==> src/sv/assert_macros.svh <==
// Assertion helpers for the RTL files; msbbp_dp includes them.
`ifndef ASSERT_MACROS_SVH
`define ASSERT_MACROS_SVH

// Check a property on every rising clk_i edge, off while rst_ni is low.
`define ASSERT_CLK(lbl, prop) \
  lbl: assert property (@(posedge clk_i) disable iff (!rst_ni) (prop)) \
    else $error("%m: check failed");

// Check an implication on every rising clk_i edge, off while rst_ni is low.
`define ASSERT_IMPL(lbl, ante, cons) \
  lbl: assert property (@(posedge clk_i) disable iff (!rst_ni) (ante) |-> (cons)) \
    else $error("%m: implication failed");

`endif

==> src/sv/msbbp_pkg.sv <==
`default_nettype none

package msbbp_pkg;

  // Field widths
  localparam int FIELD_W   = 32;
  localparam int COUNT_W   = 6;
  localparam int BYTE_W    = 8;
  localparam int PEND_W    = BYTE_W - 1;
  localparam int PCNT_W    = 3;
  localparam int REM_W     = 3;

  // Longest field accepted; larger counts saturate here
  localparam int MAX_RUN   = 32;
  localparam int RUN_LIMIT = (MAX_RUN < FIELD_W) ? MAX_RUN : FIELD_W;

  // Pending bits plus one field, and the MSB-aligned shift register
  localparam int COMB_W    = PEND_W + FIELD_W;
  localparam int ACC_W     = COMB_W + 1;

  // Stream word widths
  localparam int S_DATA_W  = 40;
  localparam int M_DATA_W  = 8;
  localparam int M_USER_W  = 2;

  // Input kind codes
  localparam logic KIND_WRITE = 1'b0;
  localparam logic KIND_FLUSH = 1'b1;

  typedef enum logic [0:0] {
    ST_IDLE,
    ST_EMIT
  } state_e;

  // Controller to datapath
  typedef struct packed {
    logic load;
    logic advance;
  } dp_cmd_t;

  // Datapath to controller
  typedef struct packed {
    logic has_bytes;
    logic last_word;
  } dp_status_t;

endpackage

`default_nettype wire

==> src/sv/msbbp_dp.sv <==
`default_nettype none

module msbbp_dp import msbbp_pkg::*; (
  input  wire logic               clk_i,
  input  wire logic               rst_ni,
  input  wire dp_cmd_t            cmd_i,
  output      dp_status_t         status_o,
  input  wire logic               kind_i,
  input  wire logic [FIELD_W-1:0] field_value_i,
  input  wire logic [COUNT_W-1:0] bit_count_i,
  output      logic [BYTE_W-1:0]  byte_value_o,
  output      logic               byte_valid_o,
  output      logic               stream_end_o
);

  `include "assert_macros.svh"

  logic [PEND_W-1:0] pend_q, pend_d;
  logic [PCNT_W-1:0] pcnt_q, pcnt_d;
  logic [ACC_W-1:0]  acc_q, acc_d;
  logic [REM_W-1:0]  rem_q, rem_d;
  logic              valid_q, valid_d;
  logic              end_q, end_d;

  logic [COUNT_W-1:0] n_sat;
  logic [FIELD_W:0]   mask_wide;
  logic [COMB_W-1:0]  combined;
  logic [COUNT_W-1:0] total;
  logic [ACC_W-1:0]   aligned;
  logic [BYTE_W-1:0]  pmask_wide;
  logic [BYTE_W-1:0]  flush_byte;

  // Saturate the count and merge the field below the pending bits
  always_comb begin
    n_sat     = (bit_count_i > COUNT_W'(RUN_LIMIT)) ? COUNT_W'(RUN_LIMIT) : bit_count_i;
    mask_wide = ((FIELD_W+1)'(1) << n_sat) - (FIELD_W+1)'(1);
    combined  = (COMB_W'(pend_q) << n_sat)
              | COMB_W'(field_value_i & mask_wide[FIELD_W-1:0]);
    total     = COUNT_W'(pcnt_q) + n_sat;
    aligned   = ACC_W'(combined) << (COUNT_W'(ACC_W) - total);
    pmask_wide = (BYTE_W'(1) << total[PCNT_W-1:0]) - BYTE_W'(1);
    flush_byte = BYTE_W'({1'b0, pend_q} << (4'(BYTE_W) - {1'b0, pcnt_q}));
  end

  // Load a new item or advance one byte
  always_comb begin
    pend_d  = pend_q;
    pcnt_d  = pcnt_q;
    acc_d   = acc_q;
    rem_d   = rem_q;
    valid_d = valid_q;
    end_d   = end_q;
    if (cmd_i.load) begin
      if (kind_i == KIND_FLUSH) begin
        acc_d   = {flush_byte, (ACC_W-BYTE_W)'(0)};
        rem_d   = REM_W'(1);
        valid_d = (pcnt_q != '0);
        end_d   = 1'b1;
        pend_d  = '0;
        pcnt_d  = '0;
      end else begin
        acc_d   = aligned;
        rem_d   = total[COUNT_W-1:PCNT_W];
        valid_d = 1'b1;
        end_d   = 1'b0;
        pend_d  = combined[PEND_W-1:0] & pmask_wide[PEND_W-1:0];
        pcnt_d  = total[PCNT_W-1:0];
      end
    end else if (cmd_i.advance) begin
      acc_d = acc_q << BYTE_W;
      rem_d = rem_q - REM_W'(1);
    end
  end

  // Control state
  always_ff @(posedge clk_i or negedge rst_ni) begin
    if (!rst_ni) begin
      pend_q <= '0;
      pcnt_q <= '0;
      rem_q  <= '0;
    end else begin
      pend_q <= pend_d;
      pcnt_q <= pcnt_d;
      rem_q  <= rem_d;
    end
  end

  // Payload
  always_ff @(posedge clk_i) begin
    acc_q   <= acc_d;
    valid_q <= valid_d;
    end_q   <= end_d;
  end

  assign status_o.has_bytes = (kind_i == KIND_FLUSH) || (total[COUNT_W-1:PCNT_W] != '0);
  assign status_o.last_word = (rem_q == REM_W'(1));
  assign byte_value_o = acc_q[ACC_W-1 -: BYTE_W];
  assign byte_valid_o = valid_q;
  assign stream_end_o = end_q;

  `ASSERT_CLK(a_rem_range, rem_q <= REM_W'(4))
  `ASSERT_IMPL(a_load_when_drained, cmd_i.load, rem_q == '0)
  `ASSERT_IMPL(a_advance_has_word, cmd_i.advance, rem_q != '0)
  `ASSERT_IMPL(a_flush_empties, cmd_i.load && kind_i == KIND_FLUSH,
               ##1 (pcnt_q == '0 && rem_q == REM_W'(1)))

endmodule

`default_nettype wire

==> src/sv/msbbp_ctrl.sv <==
`default_nettype none

module msbbp_ctrl import msbbp_pkg::*; (
  input  wire logic       clk_i,
  input  wire logic       rst_ni,
  input  wire logic       s_valid_i,
  output      logic       s_ready_o,
  output      logic       m_valid_o,
  input  wire logic       m_ready_i,
  input  wire dp_status_t status_i,
  output      dp_cmd_t    cmd_o
);

  state_e state_q, state_d;

  // Next state
  always_comb begin
    state_d = state_q;
    unique case (state_q)
      ST_IDLE: begin
        if (s_valid_i && status_i.has_bytes) state_d = ST_EMIT;
      end
      ST_EMIT: begin
        if (m_ready_i && status_i.last_word) state_d = ST_IDLE;
      end
      default: state_d = ST_IDLE;
    endcase
  end

  // Outputs and datapath commands
  always_comb begin
    s_ready_o     = 1'b0;
    m_valid_o     = 1'b0;
    cmd_o.load    = 1'b0;
    cmd_o.advance = 1'b0;
    unique case (state_q)
      ST_IDLE: begin
        s_ready_o  = 1'b1;
        cmd_o.load = s_valid_i;
      end
      ST_EMIT: begin
        m_valid_o     = 1'b1;
        cmd_o.advance = m_ready_i;
      end
      default: ;
    endcase
  end

  always_ff @(posedge clk_i or negedge rst_ni) begin
    if (!rst_ni) begin
      state_q <= ST_IDLE;
    end else begin
      state_q <= state_d;
    end
  end

endmodule

`default_nettype wire

==> src/sv/msb_first_bit_packer_unit.sv <==
`default_nettype none
// Output words of an input word start in the cycle after that input is taken.
// Output: a write gives B = 0..4 words from the byte shift register, one per cycle
//   while the master is ready; a flush gives one. One input word is in work at a time.
// Reset: rst_ni is asynchronous, active low; it empties the pending bits and
//   returns the controller to idle.

module msb_first_bit_packer_unit import msbbp_pkg::*; (
  input  wire logic                clk_i,
  input  wire logic                rst_ni,
  input  wire logic                s_axis_tvalid_i,
  output      logic                s_axis_tready_o,
  // [31:0] field_value, [37:32] bit_count, [39:38] zero
  input  wire logic [S_DATA_W-1:0] s_axis_tdata_i,
  // [0] kind
  input  wire logic                s_axis_tuser_i,
  output      logic                m_axis_tvalid_o,
  input  wire logic                m_axis_tready_i,
  // [7:0] byte_value
  output      logic [M_DATA_W-1:0] m_axis_tdata_o,
  // [0] byte_valid, [1] stream_end
  output      logic [M_USER_W-1:0] m_axis_tuser_o,
  output      logic                m_axis_tlast_o
);

  dp_cmd_t    cmd;
  dp_status_t status;
  logic       byte_valid;
  logic       stream_end;

  msbbp_ctrl u_ctrl (
    .clk_i     (clk_i),
    .rst_ni    (rst_ni),
    .s_valid_i (s_axis_tvalid_i),
    .s_ready_o (s_axis_tready_o),
    .m_valid_o (m_axis_tvalid_o),
    .m_ready_i (m_axis_tready_i),
    .status_i  (status),
    .cmd_o     (cmd)
  );

  msbbp_dp u_dp (
    .clk_i         (clk_i),
    .rst_ni        (rst_ni),
    .cmd_i         (cmd),
    .status_o      (status),
    .kind_i        (s_axis_tuser_i),
    .field_value_i (s_axis_tdata_i[FIELD_W-1:0]),
    .bit_count_i   (s_axis_tdata_i[FIELD_W +: COUNT_W]),
    .byte_value_o  (m_axis_tdata_o),
    .byte_valid_o  (byte_valid),
    .stream_end_o  (stream_end)
  );

  assign m_axis_tuser_o = {stream_end, byte_valid};
  assign m_axis_tlast_o = status.last_word;

endmodule

`default_nettype wire
==> config.mk <==
export PLATFORM = sky130hd
export DESIGN_NAME = msb_first_bit_packer_unit
export DESIGN_NICKNAME = d
export VERILOG_FILES = /design/src/sv/msbbp_pkg.sv /design/src/sv/msbbp_dp.sv /design/src/sv/msbbp_ctrl.sv /design/src/sv/msb_first_bit_packer_unit.sv
export VERILOG_INCLUDE_DIRS = /design/src /design/src/sv
export SDC_FILE = /design/constraint.sdc
export NUM_CORES = 1
export LEC_CHECK = 0
export BUFFER_PORTS_ARGS = -buffer_cell sky130_fd_sc_hd__buf_2
export CAP_MARGIN = 20
export CORE_ASPECT_RATIO = 1.25
export CORE_MARGIN = 2
export CORE_UTILIZATION = 55
export CTS_CLUSTER_DIAMETER = 40
export DETAILED_ROUTE_END_ITERATION = 12
export PLACE_DENSITY = 0.74
export SLEW_MARGIN = 25
export SYNTH_ARGS = -nofsm -noshare
export SYNTH_HDL_FRONTEND = slang
export SYNTH_HIERARCHICAL = 1
export SYNTH_SLANG_ARGS = --single-unit
export TNS_END_PERCENT = 30
==> constraint.sdc <==
create_clock -name clk_i -period 5.5 [get_ports clk_i]
set_input_delay 0.825 -clock clk_i [delete_from_list [all_inputs] [get_ports clk_i]]
set_output_delay 0.825 -clock clk_i [all_outputs]
set_load 0.02 [all_outputs]
==> results.toml <==
[place]
gp_congestion = 1.024
hpwl_um = 23480
io_buffers = 55

[yosys]
netlist_area_um2 = 7856
ys.flop_type = "edfxtp_1"
yosysSeqAreaShare_pct = 20.51
synth_edf_count = 42
syn_area_per_cell_um2 = 7.825
synthCells = 1004
async_reset_ff_share_pct = 25.00
syn_nets = 1065
yosys_warnings = 6
synth_seq_cells = 56
synth.distinct_cells = 104

[critical_path]
rr_worst_depth = 13
critPathLaunchType = "input port"
r2r_slack_ns = 0.92
critPathKind = "input port to flop"
arrival_ns = 5.10
cp.required_ns = 5.54
r2r-end = "u_dp/acc_q[35]"
r2r-start = "u_dp/pcnt_q[0]"
worstSetupEndpointType = "flop"
crit_fanout = 34

[route]
wl_per_cell_um = 26.23
routed_via_density = 7.382
wl_um = 30960
firstDrtPassIters = 6
drc = 0
drt.antenna.violating_nets = 0
vias = 8711
drtIter0Drc = 1261

[floorplanning]
coreArea_um2 = 13870
initial_core_util_pct = 56.63
die-height_um = 137.6
fp.dieW_um = 110.9
die-area_um2 = 15260
io_pins = 58
num_rows = 48

[cells_and_area]
final_common_cell = "nand2_1"
nets = 1065
layout_common_cells = "nand2_1, nor2_1, a21oi_1, o21ai_0, buf_2"
num_antenna_cells = 0
area_growth_pct = 6.434
drive_above_1_share_pct = 17.31
nFillCells = 1310

[power_and_ir_drop]
power.density_nw_per_um2 = 694.6
leakage_nw = 3.152
ir_drop_mv = 0.3873
total_power_mw = 5.808

[timing]
hold_ws_ns = 0.4144
slew_headroom_pct = 34.37
period_share_pct = 91.96
period_needed_ns = 5.058
rsz0062_at_grt = "false"
maxSlewViolCount = 0
fin_skew_ns = 0.01130
fin_tns_setup_ns = 0
max_freq_ghz = 0.1977
setup_viol = 0
hold_viol = 0
tightest_slew_ns = 0.9755

[grt]
antenna_found_initial = 0
grt_busiest_layer = "met2"
use_met2_pct = 65.75
grt_pass1_wl_um = 46970
grt_usage_pct = 39.77
met3_usage_pct = 5.631
overflow = 0
grt_use_met1_pct = 49.41
grt_max_degree = 61
grt_pass1_vias = 8096

[run]
drv_cap = 0

[clock_tree]
cts_tree = "built"
numCtsBuffers = 5
cts_sinks = 56
cts_resized = 0
root_buffer = "clkbuf_16"
cts-hold-fix-buffers = 0
clock_latency_ns = 0.31
htree_levels = 2
clk_pin_slew_ns = 0.07
clock_path_buffers = 2
cts_setup_buffers = 0

[worst_hold_path]
hp-class = "input port to async pin"

[outcome]
status = "completed"
[worst max path at each step]
stage | to | depth (start not counted) | from
after floorplan | u_dp/acc_q[35] | 19 | s_axis_tdata_i[32]
after global placement | u_dp/acc_q[35] | 13 | s_axis_tdata_i[37]
after detailed placement | u_dp/acc_q[35] | 13 | s_axis_tdata_i[37]
after CTS | u_dp/acc_q[35] | 13 | s_axis_tdata_i[37]
after global routing | u_dp/acc_q[35] | 14 | s_axis_tdata_i[37]
final | u_dp/acc_q[35] | 13 | s_axis_tdata_i[37]
[worst max-delay path, cell delays in order]
cell and delay (ns):
buf_2 0.15, buf_4 0.25, nor4_1 0.63, nand2_1 0.26, ha_1 0.43, inv_1 0.22
a21oi_1 0.16, o21a_1 0.24, a311o_1 0.42, mux2i_1 0.53, nor2_1 0.10, or3_1 0.44
a2111o_1 0.43
[area by class of cell]
type | instances | area, µm² | area share (%)
clock inverter | 2 | 38.79 | 0.4639
inverter | 32 | 120.1 | 1.436
sequential | 56 | 1612 | 19.27
tap | 175 | 219.0 | 2.619
clock buffer | 6 | 128.9 | 1.541
multi-input combinational | 814 | 5655 | 67.63
timing repair buffer | 95 | 588.1 | 7.033
[report_power, final]
| group | switching (mW) | internal (mW) |
|---|---|---|
| clock network | 0.148 | 0.217 |
| registers | 0.142 | 0.706 |
| logic | 3.00 | 1.59 |
| total | 3.29 | 2.52 |
[through the flow]
stage	util, %	cell area [µm²]	std cells	worst slack (ns)
after CTS	60.27	8362	1180	0.6547
after detailed placement	59.06	8194	1172	0.3494
final	60.27	8362	1180	0.4423
after floorplan	-	7856	1004	0.1060
after global routing	60.27	8362	1180	0.4427
after global placement	59.06	8194	1172	0.4133
[Yosys cell counts (13+ instances only)]
master | instances | area [µm²]
inv_1 | 31 | 116.4
o21ai_0 | 56 | 280.3
buf_2 | 25 | 125.1
edfxtp_1 | 42 | 1261
clkbuf_1 | 55 | 206.5
a32oi_1 | 13 | 113.9
o22ai_1 | 22 | 137.6
o31ai_1 | 14 | 105.1
nor3_1 | 22 | 110.1
nand2_1 | 91 | 341.6
o2bb2ai_1 | 13 | 113.9
a211oi_1 | 22 | 165.2
mux2i_1 | 44 | 440.4
a22oi_1 | 16 | 120.1
a31oi_1 | 18 | 112.6
nor2_1 | 87 | 326.6
dfrtp_1 | 14 | 350.3
a21oi_1 | 60 | 300.3
ha_1 | 15 | 187.7
mux2_2 | 15 | 168.9
nand3_1 | 35 | 175.2
[layer usage]
layer / part of all wire (%) / vias to the layer above
li1: - / 3895
met1: 38 / 4128
met2: 46 / 559
met3: 8.6 / 129
met4: 7.3 / 0
met5: 0 / -
[cell families (layout without fill, tap and decap cells)]
family                   Yosys count  count (layout)  share of synthesized area, %
AO/OA/AOI/OAI                    376             376                         34.54
multiplexers                      71              71                         10.96
flip-flops                        56              56                         20.51
adder cells (fa/ha/maj)           16              16                         2.644
buffers and inverters            134             135                         7.660
AND/OR/NAND/NOR                  339             339                         22.15
XOR/XNOR                          12              12                         1.529
[registers in the layout (all words and copies together) (netlist names)]
signal	flops
u_dp/acc_q	40
u_dp/stream_end_o	1
u_dp/rem_q	3
u_dp/pend_q	7
u_ctrl/state_q	1
u_dp/pcnt_q	3
u_dp/byte_valid_o	1
No activity file was read; power rests on OpenSTA's default activity.
